`src/rtl/mbus_frame_splitter_assert.svh`:
```
// Assertion macros shared by the frame splitter modules.
// Each macro expects signals named clk and rst_n in the module that uses it.
`ifndef MBUS_FRAME_SPLITTER_ASSERT_SVH
`define MBUS_FRAME_SPLITTER_ASSERT_SVH

// Same-cycle implication, checked outside reset.
`define MBFS_ASSERT_NOW(lbl, ante, cons, msg) \
  lbl: assert property (@(posedge clk) disable iff (!rst_n) (ante) |-> (cons)) \
    else $error(msg);

// Next-cycle implication, checked outside reset.
`define MBFS_ASSERT_NEXT(lbl, ante, cons, msg) \
  lbl: assert property (@(posedge clk) disable iff (!rst_n) (ante) |=> (cons)) \
    else $error(msg);

`endif

```
`src/rtl/mbfs_pkg.sv`:
```
// Types and constants for the M-Bus frame splitter.
// Used by mbfs_parser, mbfs_out_fifo and mbus_frame_splitter; no dependencies.
`default_nettype none

package mbfs_pkg;

  // Start bytes that select the frame type.
  localparam logic [7:0] BYTE_ACK   = 8'hE5;
  localparam logic [7:0] BYTE_SHORT = 8'h10;
  localparam logic [7:0] BYTE_LONG  = 8'h68;

  // Frame lengths: short frames are fixed, long frames add an overhead to the L field.
  localparam logic [8:0] SHORT_LEN     = 9'd5;
  localparam logic [8:0] LONG_OVERHEAD = 9'd6;

  // Reset value of the idle timeout register.
  localparam logic [15:0] TIMEOUT_RESET = 16'd2000;

  // Input word command codes.
  localparam logic CMD_BYTE = 1'b0;
  localparam logic CMD_TICK = 1'b1;

  // Frame kind codes on the result channel.
  localparam logic [1:0] KIND_ACK   = 2'd0;
  localparam logic [1:0] KIND_SHORT = 2'd1;
  localparam logic [1:0] KIND_LONG  = 2'd2;

  // Result queue geometry.
  localparam int unsigned FIFO_DEPTH = 4;
  localparam int unsigned FIFO_AW    = 2;

  // Parser state.
  typedef enum logic [1:0] {
    MODE_IDLE  = 2'd0,
    MODE_SHORT = 2'd1,
    MODE_LONG  = 2'd2,
    MODE_DROP  = 2'd3
  } mode_t;

  // One result word.
  typedef struct packed {
    logic [7:0] data;
    logic [1:0] kind;
    logic       first;
    logic       last;
    logic       abort;
  } res_t;

  // Up to two result words produced by one input word; slot 1 implies slot 0.
  typedef struct packed {
    logic vld0;
    logic vld1;
    res_t res0;
    res_t res1;
  } push_t;

endpackage

`default_nettype wire

```
`src/rtl/mbus_frame_splitter.sv`:
```
// Top level of the M-Bus frame splitter: input register, timeout register,
// parser and result queue. Depends on mbfs_pkg, mbfs_parser and mbfs_out_fifo.
`default_nettype none

// Each input word (a received byte or a 1 ms tick) is captured in an input
// register, parsed once the queue has room, and its results (none, one, or an
// abort followed by a byte) written to a four-entry result queue, which drives
// the out_ ports directly; a result reaches the out_ ports through the input
// register and then the queue. The block takes one word per cycle as long as
// the queue holds at most two results, so words with at most one result stream
// at full rate while out_ready is high; a word that yields an abort and a byte
// puts two result words on the output, one after the other.
// The idle timeout register is written through cfg_wr_en/cfg_wr_data and
// resets to 2000 ticks.
module mbus_frame_splitter #(
  parameter int unsigned IDLE_COUNT_BITS = 16
) (
  input  wire logic        clk,
  input  wire logic        rst_n,
  input  wire logic        in_valid,
  output logic             in_ready,
  input  wire logic        in_cmd,
  input  wire logic [7:0]  in_rx_byte,
  input  wire logic        in_chunk_end,
  output logic             out_valid,
  input  wire logic        out_ready,
  output logic [7:0]       out_byte,
  output logic [1:0]       out_frame_kind,
  output logic             out_frame_first,
  output logic             out_frame_last,
  output logic             out_abort,
  input  wire logic        cfg_wr_en,
  input  wire logic [15:0] cfg_wr_data
);
  import mbfs_pkg::*;

  logic        in_vld_r, in_vld_nxt;
  logic        in_cmd_r;
  logic [7:0]  in_byte_r;
  logic        in_cend_r;
  logic [15:0] timeout_r;
  logic        room;
  logic        proc;
  logic        take;
  push_t       push;
  res_t        out_res;

  // The held word is parsed once the queue has room for two results.
  assign proc       = in_vld_r && room;
  assign in_ready   = !in_vld_r || room;
  assign take       = in_valid && in_ready;
  assign in_vld_nxt = take ? 1'b1 : (proc ? 1'b0 : in_vld_r);

  always_ff @(posedge clk) begin
    if (!rst_n) begin
      in_vld_r  <= 1'b0;
      timeout_r <= TIMEOUT_RESET;
    end else begin
      in_vld_r <= in_vld_nxt;
      if (cfg_wr_en) begin
        timeout_r <= cfg_wr_data;
      end
    end
  end

  // Input word payload.
  always_ff @(posedge clk) begin
    if (take) begin
      in_cmd_r  <= in_cmd;
      in_byte_r <= in_rx_byte;
      in_cend_r <= in_chunk_end;
    end
  end

  mbfs_parser #(
    .IDLE_COUNT_BITS(IDLE_COUNT_BITS)
  ) u_parser (
    .clk       (clk),
    .rst_n     (rst_n),
    .item_vld  (proc),
    .item_cmd  (in_cmd_r),
    .item_byte (in_byte_r),
    .item_cend (in_cend_r),
    .timeout   (timeout_r),
    .push      (push)
  );

  mbfs_out_fifo u_out_fifo (
    .clk     (clk),
    .rst_n   (rst_n),
    .push    (push),
    .room    (room),
    .out_vld (out_valid),
    .out_rdy (out_ready),
    .out_res (out_res)
  );

  // Result word onto the output ports.
  assign out_byte        = out_res.data;
  assign out_frame_kind  = out_res.kind;
  assign out_frame_first = out_res.first;
  assign out_frame_last  = out_res.last;
  assign out_abort       = out_res.abort;

endmodule

`default_nettype wire

```
`src/rtl/mbfs_parser.sv`:
```
// Frame parser: holds the framing state and idle counter and turns one input
// word into up to two result words. Depends on mbfs_pkg and the assertion header.
`default_nettype none
`include "mbus_frame_splitter_assert.svh"

module mbfs_parser #(
  parameter int unsigned IDLE_COUNT_BITS = 16
) (
  input  wire logic          clk,
  input  wire logic          rst_n,
  input  wire logic          item_vld,
  input  wire logic          item_cmd,
  input  wire logic [7:0]    item_byte,
  input  wire logic          item_cend,
  input  wire logic [15:0]   timeout,
  output mbfs_pkg::push_t    push
);
  import mbfs_pkg::*;

  localparam int unsigned CMP_W = (IDLE_COUNT_BITS > 16) ? IDLE_COUNT_BITS : 16;

  mode_t                      mode_r, mode_nxt;
  logic [8:0]                 bytes_r, bytes_nxt;
  logic [8:0]                 len_r, len_nxt;
  logic [IDLE_COUNT_BITS-1:0] idle_cnt_r, idle_nxt;

  mode_t      mode_eff;
  logic [8:0] bytes_eff;
  logic [8:0] len_eff;
  logic [8:0] bt_inc;
  logic [8:0] len_new;
  logic [1:0] kind_eff;
  logic       abort_hit;
  logic       byte_vld;
  res_t       res_a;
  res_t       res_b;
  logic [CMP_W-1:0] idle_ext;
  logic [CMP_W-1:0] timeout_ext;

  assign idle_ext    = CMP_W'(idle_cnt_r);
  assign timeout_ext = CMP_W'(timeout);

  // State registers.
  always_ff @(posedge clk) begin
    if (!rst_n) begin
      mode_r     <= MODE_IDLE;
      bytes_r    <= '0;
      len_r      <= '0;
      idle_cnt_r <= '0;
    end else begin
      mode_r     <= mode_nxt;
      bytes_r    <= bytes_nxt;
      len_r      <= len_nxt;
      idle_cnt_r <= idle_nxt;
    end
  end

  // Next state and result words for the word in hand.
  always_comb begin
    mode_nxt  = mode_r;
    bytes_nxt = bytes_r;
    len_nxt   = len_r;
    idle_nxt  = idle_cnt_r;
    mode_eff  = mode_r;
    bytes_eff = bytes_r;
    len_eff   = len_r;
    bt_inc    = '0;
    len_new   = '0;
    kind_eff  = KIND_SHORT;
    abort_hit = 1'b0;
    byte_vld  = 1'b0;
    res_a     = '0;
    res_b     = '0;
    if (item_vld) begin
      if (item_cmd == CMD_TICK) begin
        // A tick only advances the saturating idle counter.
        if (idle_cnt_r != '1) begin
          idle_nxt = idle_cnt_r + IDLE_COUNT_BITS'(1);
        end
      end else begin
        idle_nxt = '0;
        // A pending frame that has been idle too long is discarded first.
        if ((mode_r == MODE_SHORT || mode_r == MODE_LONG) && idle_ext > timeout_ext) begin
          abort_hit   = 1'b1;
          res_a.kind  = (mode_r == MODE_SHORT) ? KIND_SHORT : KIND_LONG;
          res_a.abort = 1'b1;
          mode_eff    = MODE_IDLE;
          bytes_eff   = '0;
          len_eff     = '0;
        end
        mode_nxt  = mode_eff;
        bytes_nxt = bytes_eff;
        len_nxt   = len_eff;
        case (mode_eff)
          MODE_IDLE: begin
            // The start byte selects the frame type.
            res_b.data  = item_byte;
            res_b.first = 1'b1;
            if (item_byte == BYTE_ACK) begin
              byte_vld   = 1'b1;
              res_b.kind = KIND_ACK;
              res_b.last = 1'b1;
            end else if (item_byte == BYTE_SHORT) begin
              byte_vld   = 1'b1;
              res_b.kind = KIND_SHORT;
              mode_nxt   = MODE_SHORT;
              bytes_nxt  = 9'd1;
              len_nxt    = SHORT_LEN;
            end else if (item_byte == BYTE_LONG) begin
              byte_vld   = 1'b1;
              res_b.kind = KIND_LONG;
              mode_nxt   = MODE_LONG;
              bytes_nxt  = 9'd1;
              len_nxt    = '0;
            end else if (!item_cend) begin
              mode_nxt = MODE_DROP;
            end
          end
          MODE_SHORT, MODE_LONG: begin
            // Inside a frame; a long frame takes its length from its second byte.
            kind_eff = (mode_eff == MODE_SHORT) ? KIND_SHORT : KIND_LONG;
            bt_inc   = bytes_eff + 9'd1;
            if (mode_eff == MODE_LONG && bt_inc == 9'd2) begin
              len_new = {1'b0, item_byte} + LONG_OVERHEAD;
            end else begin
              len_new = len_eff;
            end
            byte_vld   = 1'b1;
            res_b.data = item_byte;
            res_b.kind = kind_eff;
            if (bt_inc >= len_new) begin
              res_b.last = 1'b1;
              mode_nxt   = MODE_IDLE;
              bytes_nxt  = '0;
              len_nxt    = '0;
            end else begin
              bytes_nxt = bt_inc;
              len_nxt   = len_new;
            end
          end
          MODE_DROP: begin
            // Discard until the end of the chunk.
            if (item_cend) begin
              mode_nxt = MODE_IDLE;
            end
          end
          default: begin
            mode_nxt = MODE_IDLE;
          end
        endcase
      end
    end
  end

  // Pack the results: an abort always takes the first slot.
  always_comb begin
    push.vld0 = abort_hit | byte_vld;
    push.vld1 = abort_hit & byte_vld;
    push.res0 = abort_hit ? res_a : res_b;
    push.res1 = res_b;
  end

  `MBFS_ASSERT_NOW(a_abort_needs_frame, push.vld0 && push.res0.abort,
    mode_r == MODE_SHORT || mode_r == MODE_LONG, "abort without a pending frame")
  `MBFS_ASSERT_NEXT(a_byte_clears_idle, item_vld && item_cmd == CMD_BYTE,
    idle_cnt_r == '0, "idle counter not cleared by a byte")
  `MBFS_ASSERT_NOW(a_drop_is_silent, item_vld && mode_r == MODE_DROP,
    !push.vld0, "result produced while dropping a chunk")

endmodule

`default_nettype wire

```
`src/rtl/mbfs_out_fifo.sv`:
```
// Result queue: takes up to two result words a cycle and hands out one.
// Depends on mbfs_pkg and the assertion header.
`default_nettype none
`include "mbus_frame_splitter_assert.svh"

module mbfs_out_fifo (
  input  wire logic            clk,
  input  wire logic            rst_n,
  input  wire mbfs_pkg::push_t push,
  output logic                 room,
  output logic                 out_vld,
  input  wire logic            out_rdy,
  output mbfs_pkg::res_t       out_res
);
  import mbfs_pkg::*;

  localparam logic [FIFO_AW:0] DEPTH_C = (FIFO_AW + 1)'(FIFO_DEPTH);

  res_t               mem_r [FIFO_DEPTH];
  logic [FIFO_AW-1:0] wr_ptr_r, wr_ptr_nxt;
  logic [FIFO_AW-1:0] rd_ptr_r, rd_ptr_nxt;
  logic [FIFO_AW:0]   count_r, count_nxt;
  logic               pop;
  logic [FIFO_AW:0]   n_push;

  // Two free entries are needed before the parser may run.
  assign room    = (count_r <= DEPTH_C - (FIFO_AW + 1)'(2));
  assign out_vld = (count_r != '0);
  assign out_res = mem_r[rd_ptr_r];
  assign pop     = out_vld && out_rdy;
  assign n_push  = (FIFO_AW + 1)'(push.vld0) + (FIFO_AW + 1)'(push.vld1);

  // Pointer and occupancy update.
  always_comb begin
    wr_ptr_nxt = wr_ptr_r + n_push[FIFO_AW-1:0];
    rd_ptr_nxt = rd_ptr_r + FIFO_AW'(pop);
    count_nxt  = count_r + n_push - (FIFO_AW + 1)'(pop);
  end

  always_ff @(posedge clk) begin
    if (!rst_n) begin
      wr_ptr_r <= '0;
      rd_ptr_r <= '0;
      count_r  <= '0;
    end else begin
      wr_ptr_r <= wr_ptr_nxt;
      rd_ptr_r <= rd_ptr_nxt;
      count_r  <= count_nxt;
    end
  end

  // Storage: slot 0 at the write pointer, slot 1 just after it.
  always_ff @(posedge clk) begin
    if (push.vld0) begin
      mem_r[wr_ptr_r] <= push.res0;
    end
    if (push.vld1) begin
      mem_r[wr_ptr_r + FIFO_AW'(1)] <= push.res1;
    end
  end

  `MBFS_ASSERT_NOW(a_slot_order, push.vld1, push.vld0, "second slot pushed without first")
  `MBFS_ASSERT_NOW(a_no_overflow, 1'b1, count_r <= DEPTH_C, "result queue overflow")
  `MBFS_ASSERT_NEXT(a_pop_counts, pop && !push.vld0,
    count_r == $past(count_r) - (FIFO_AW + 1)'(1), "occupancy lost a pop")

endmodule

`default_nettype wire
```
`config.mk`:
```
export PLATFORM = sky130hd
export DESIGN_NAME = mbus_frame_splitter
export DESIGN_NICKNAME = d
export VERILOG_FILES = /design/src/rtl/mbfs_pkg.sv /design/src/rtl/mbus_frame_splitter.sv /design/src/rtl/mbfs_parser.sv /design/src/rtl/mbfs_out_fifo.sv
export VERILOG_INCLUDE_DIRS = /design/src /design/src/rtl
export SDC_FILE = /design/constraint.sdc
export NUM_CORES = 1
export LEC_CHECK = 0
export CORE_ASPECT_RATIO = 1.25
export CORE_MARGIN = 2
export CORE_UTILIZATION = 41
export CTS_CLUSTER_DIAMETER = 60
export DETAILED_ROUTE_END_ITERATION = 7
export DONT_BUFFER_PORTS = 1
export GPL_TIMING_DRIVEN = 0
export HOLD_SLACK_MARGIN = 0.02
export PLACE_DENSITY = 0.61
export SYNTH_ARGS = -nofsm -noshare
export SYNTH_HDL_FRONTEND = slang
export SYNTH_SLANG_ARGS = --single-unit
```
`constraint.sdc`:
```
create_clock -name clk -period 13.44 [get_ports clk]
set_input_delay 2.688 -clock clk [delete_from_list [all_inputs] [get_ports clk]]
set_output_delay 2.688 -clock clk [all_outputs]
set_load 0.01 [all_outputs]
```
==> impl_metrics.ini, run 1 <==
[layout]
area_growth_pct = 13.28
diodes = 0
regArea_mm2 = 0.003023
nets = 756
num-fill-cells = 1494
design_area_mm2 = 0.007377
fin_util = 0.4738
drive_gt1_frac = 0.1004
multiInputGateArea_mm2 = 0.003201

[clock_tree]
numCtsBuffers = 17
cts_resized = 0
insertion_delay_ns = 0.43
htreeDepth = 4
cts_tree = yes
cts_setup_buffers = 0
cts_root_buffer = clkbuf_16
cts_sinks = 122
holdBufCountCts = 0
path_clk_slew_ns = 0.06
clock_path_buffers = 2

[floorplan]
rows = 51
die_w_um = 116.7
initial_utilization = 0.4183
coreArea_mm2 = 0.01557
io_pins = 46
die-area_mm2 = 0.01691
die_y_um = 144.9

[placed_design]
place.gp.congestion = 0.8546
dpl_cell_area_mm2 = 0.006797
port-buffer-count = 0
dpl.hpwl_um = 11150

[sta]
final.min_clock_period_ns = 7.029
worstMarginPinSlew_ns = 0.8872
fin_crit_sh = 0.5230
setup_viol = 0
tns_ns = 0
whs_ns = 0.4638
timing.slew.headroom = 0.4085
skew_ns = 0.009743
hold_viol_final = 0
fmax_mhz = 142.3
rsz0062_at_grt = false
slew_violations = 0

[synthesis]
syn_area_mm2 = 0.006512
synth.top_cell.area_share = 0.2674
ys_top_cells_by_area = edfxtp_1, dfxtp_1, ha_1
ys_seq_area_frac = 0.4642
yosysWarnings = 0
ys_types = 62
ys_seq_elements = 122
synth_edf_count = 58
syn_inst = 663
async_flop_share = 0
syn_avg_cell_area_um2 = 9.823
synth.largest_area_cell = edfxtp_1
syn-num-nets = 735
synth-main-ff-cell = dfxtp_1

[detailed_routing]
firstDrtPassIters = 4
routedWlPerCell_um = 16.76
viasPerCell = 5.428
drt-total-wl_um = 15240
drc = 0
drtAntennaViolNets = 0
drt_iter0_drc = 369
dr_total_vias = 4934

[global_routing]
overflow = 0
grt_pass1_vias = 4993
grt_max_degree = 17
grt_first_pass_wirelength_um = 25070
grt_util_all_layers = 0.1911
antenna_found_initial = 0

[job]
maxCapViolCount = 0

[critical_path]
path_class = register to register
cp-start-kind = register
max_stage_delay_ns = 0.70
cp.arrival_ns = 7.39
critPathMaxFanout = 10
crit_slowest_cell = a2111oi_2
worstPathRequired_ns = 13.80
endpoint_kind = register

[outcome]
outcome = finished, final reports clean

[min_path]
hold_class = register to register

[power]
vdd_ir_drop_max_mv = 0.06337
p_leak_uw = 0.002716
powerDensity_mw_per_mm2 = 139.8
## cell type report
class                      count  share of cell area
multi-input combinational    467              0.4339
sequential                   122              0.4098
clock buffer                  18             0.05818
tap                          212             0.03596
inverter                      41             0.02086
clock inverter                14             0.02001
buffer                        33             0.01883
timing repair buffer           2            0.002544
## layer usage
metal / vias up / global-route usage / wire [µm]
met3: 18 / 0.04428 / 575
met5: - / 0 / 0
met1: 2373 / 0.2224 / 6319
met2: 111 / 0.3298 / 7995
met4: 0 / 0.08176 / 348
li1: 2432 / - / -
## metrics by stage
stage	instances	power, µW	worst slack (ns)
after floorplan	663	559.0	7.777
after global placement	875	589.9	6.622
after detailed placement	877	595.1	6.526
after CTS	909	1041	6.467
after global routing	909	1077	5.688
final	909	1031	6.411
## Yosys cell counts (2+ instances only)
master,number
nand2_1,56
a22oi_1,2
mux4_2,13
a21oi_1,37
clkinv_1,2
inv_1,37
o21a_1,7
o21ai_0,15
o22ai_1,3
a21o_1,2
o2bb2ai_1,8
o2111ai_1,5
nor2_1,101
xnor2_1,14
nor2b_1,3
nand3_1,15
or2_2,5
or4_4,2
o211ai_1,12
o21ai_1,6
a211oi_1,3
buf_1,4
mux2i_1,12
o32ai_1,4
o31ai_1,2
or3_1,6
xor2_1,14
a31oi_1,13
ha_1,40
nor4_1,4
and4_1,3
inv_2,2
nand4_1,9
a211o_1,2
edfxtp_1,58
nand2b_1,8
buf_2,6
nor3_1,5
and3_1,6
clkbuf_1,22
and2_1,11
dfxtp_1,64
## final timing paths
kind              depth (start not counted)  slack [ns]                            from                               end
setup / recovery                         28        6.41      timeout_r[15]$_SDFFE_PN0P_  u_parser.bytes_r[6]$_SDFFE_PN0P_
hold / removal                            1        0.46  u_parser.len_r[5]$_SDFFE_PN0P_    u_parser.len_r[5]$_SDFFE_PN0P_
setup reg to reg                         28        6.41      timeout_r[15]$_SDFFE_PN0P_  u_parser.bytes_r[6]$_SDFFE_PN0P_
hold reg to reg                           1        0.46  u_parser.len_r[5]$_SDFFE_PN0P_    u_parser.len_r[5]$_SDFFE_PN0P_
## power breakdown
group / switching (µW) / internal (µW)
clock: 172 / 273
combinational: 92.3 / 74.8
sequential: 15.2 / 404
total: 279 / 752
## registers in the layout, summed over array words and instances (netlist names), 3 cells and up
| register | flops |
|---|---|
| u_parser.idle_cnt_r | 16 |
| u_parser.bytes_r | 9 |
| u_parser.len_r | 9 |
| u_out_fifo.count_r | 3 |
| u_out_fifo.mem_r | 52 |
| in_byte_r | 8 |
| timeout_r | 16 |
## critical path: cells and delay by family (launching register included)
family                   cells  cell delay [ns]
AO/OA/AOI/OAI               12             2.72
AND/OR/NAND/NOR              9             2.01
adder cells (fa/ha/maj)      3             0.72
buffers and inverters        4             1.14
flip-flops                   1             0.35
## cells in the final DEF (no fill, tap or decap), types with 15 or more instances in the layout
master     count
a21oi_1       36
nand3_1       15
nand2_1       56
dfxtp_1       64
inv_1         37
nor2_1       101
clkbuf_16     17
edfxtp_1      58
ha_1          40
clkbuf_1      23
## cells by family after synthesis
kind of cell             Yosys count  share of synthesized area
AND/OR/NAND/NOR                  237                     0.1677
adder cells (fa/ha/maj)           41                    0.07992
flip-flops                       122                     0.4642
buffers and inverters             74                    0.04496
AO/OA/AOI/OAI                    136                     0.1422
multiplexers                      25                    0.06340
XOR/XNOR                          28                    0.03766
Note: power is estimated with default switching activity, not from simulation.
==> inputs of run 2 (changes only) <==
Clock period 13.44 ns to 6.8 ns, I/O delays scaled along.
==> impl_metrics.ini, run 2 (synthesis gave the netlist of run 1 again) <==
[layout]
drive_gt1_frac = 0.1127
diodes = 0
reg_top3 = u_out_fifo.mem_r x52, timeout_r x16, u_parser.idle_cnt_r x16
nets = 760
mostFrequentLayoutCells = nor2_1, dfxtp_1, edfxtp_1, nand2_1, ha_1
multiInputGateArea_mm2 = 0.003224
num-fill-cells = 1489
regArea_mm2 = 0.003023
instances_no_fill = 913
fin_util = 0.4774
area_growth_pct = 14.14
largest_reg_flops = 52
design_area_mm2 = 0.007433
layout_commonest_cell = nor2_1
top_register = u_out_fifo.mem_r

[clock_tree]
holdBufCountCts = 0
htreeDepth = 4
insertion_delay_ns = 0.43
numCtsBuffers = 17
clock_path_buffers = 2
cts_root_buffer = clkbuf_16
path_clk_slew_ns = 0.06
cts_sinks = 122
cts_tree = yes

[global_routing]
grt_max_degree = 17
overflow = 0
busiest_layer = met2
grt_util_all_layers = 0.1911
globalRouteMet3Util = 0.04428
grt_use_met2 = 0.3292
grt_util_met1 = 0.2222
antenna_found_initial = 0
grt_first_pass_wirelength_um = 25090
grt_pass1_vias = 5003

[sta]
setup_viol = 0
timing.slew.headroom = 0.4107
skew_ns = 0.009644
worstMarginPinSlew_ns = 0.8839
fin_crit_sh = 0.9278
slew_violations = 0
fmax_mhz = 158.5
hold_viol_final = 0
final.min_clock_period_ns = 6.309
worst_slack_ns = 0.4913

[min_path]
worstHoldPathCells = 1
worstHoldStart = u_parser.len_r[5]$_SDFFE_PN0P_
hold_class = register to register
holdPathEnd = u_parser.len_r[5]$_SDFFE_PN0P_

[placed_design]
dpl_cell_area_mm2 = 0.006797
port-buffer-count = 0
pre_cts_slack_ns = -0.1142
dpl.hpwl_um = 11150
dp_cells = 877
place.gp.congestion = 0.8546

[power]
p_leak_uw = 0.002743
powerDensity_mw_per_mm2 = 274.5
vdd_ir_drop_max_mv = 0.1265

[critical_path]
cp_common_cell = ha_1
worstPathRequired_ns = 7.16
critPathMaxFanout = 10
max_stage_delay_ns = 0.43
reg2reg_depth = 28
cp-start-kind = register
cp.arrival_ns = 6.67
rr_endpoint = u_parser.bytes_r[6]$_SDFFE_PN0P_
crit_slowest_cell = nor4_2
worstReg2RegStart = timeout_r[15]$_SDFFE_PN0P_
endpoint_kind = register
path_class = register to register
reg2reg_slack_ns = 0.49

[floorplan]
coreArea_mm2 = 0.01557
die_y_um = 144.9
die-area_mm2 = 0.01691
rows = 51
die_w_um = 116.7
initial_utilization = 0.4183
io_pins = 46

[detailed_routing]
drt-total-wl_um = 15310
routedWlPerCell_um = 16.77
drtAntennaViolNets = 0
dr_total_vias = 4985
drc = 0
firstDrtPassIters = 5
viasPerCell = 5.460
drt_iter0_drc = 341

[outcome]
outcome = finished, final reports clean

[job]
maxCapViolCount = 0
## run 2: per-layer routing
layer | vias up | routed length, µm
met1 | 2399 | 6319
met5 | - | 0
li1 | 2443 | -
met3 | 23 | 612
met2 | 120 | 7985
met4 | 0 | 392
## run 2: repair_timing
item | 4_1_cts | 5_1_grt
pin swaps | 0 | 2
resized for setup | 3 | 4
setup endpoints to repair | 4 | 18
buffers inserted | 0 | 4
## run 2: power by group
group | switching, µW | total [µW] | internal [µW]
clock | 341 | 880 | 539
combinational | 184 | 332 | 148
sequential | 29.8 | 829 | 799
## run 2: final cells by class
class | count | area share
multi-input combinational | 467 | 0.4338
sequential | 122 | 0.4067
clock buffer | 18 | 0.05773
tap | 212 | 0.03568
inverter | 41 | 0.02070
clock inverter | 14 | 0.01986
buffer | 33 | 0.01902
timing repair buffer | 6 | 0.006565
## run 2: metrics by stage
step	TNS [ns]	hold slack [ns]	total power [µW]
after global placement	-0.01803	0.4484	1166
after floorplan	0	0.4318	1105
after detailed placement	-0.3178	0.4478	1176
final	0	0.4638	2041
after CTS	0	0.4690	2058
after global routing	-0.0005538	0.4806	2130
## run 2: worst max-delay path, delay by kind of cell (launching register included)
kind                       cells  cell delay [ns]
adders and majority gates      3             0.77
and+or+nand+nor                8             1.82
AOI/OAI and AO/OA             12             2.34
DFF                            1             0.35
buffers and inverters          5             0.95
## run 2: worst max path at each step
stage / from / end / slack [ns]
2_1_floorplan: timeout_r[15]$_SDFFE_PN0P_ / u_parser.bytes_r[6]$_SDFFE_PN0P_ / 1.14
3_3_place_gp: timeout_r[15]$_SDFFE_PN0P_ / u_parser.bytes_r[6]$_SDFFE_PN0P_ / -0.02
3_5_place_dp: timeout_r[15]$_SDFFE_PN0P_ / u_parser.bytes_r[6]$_SDFFE_PN0P_ / -0.11
4_1_cts: timeout_r[15]$_SDFFE_PN0P_ / u_parser.bytes_r[6]$_SDFFE_PN0P_ / 0.15
5_1_grt: timeout_r[15]$_SDFFE_PN0P_ / u_parser.bytes_r[6]$_SDFFE_PN0P_ / -0.0006
6_report: timeout_r[15]$_SDFFE_PN0P_ / u_parser.bytes_r[6]$_SDFFE_PN0P_ / 0.49
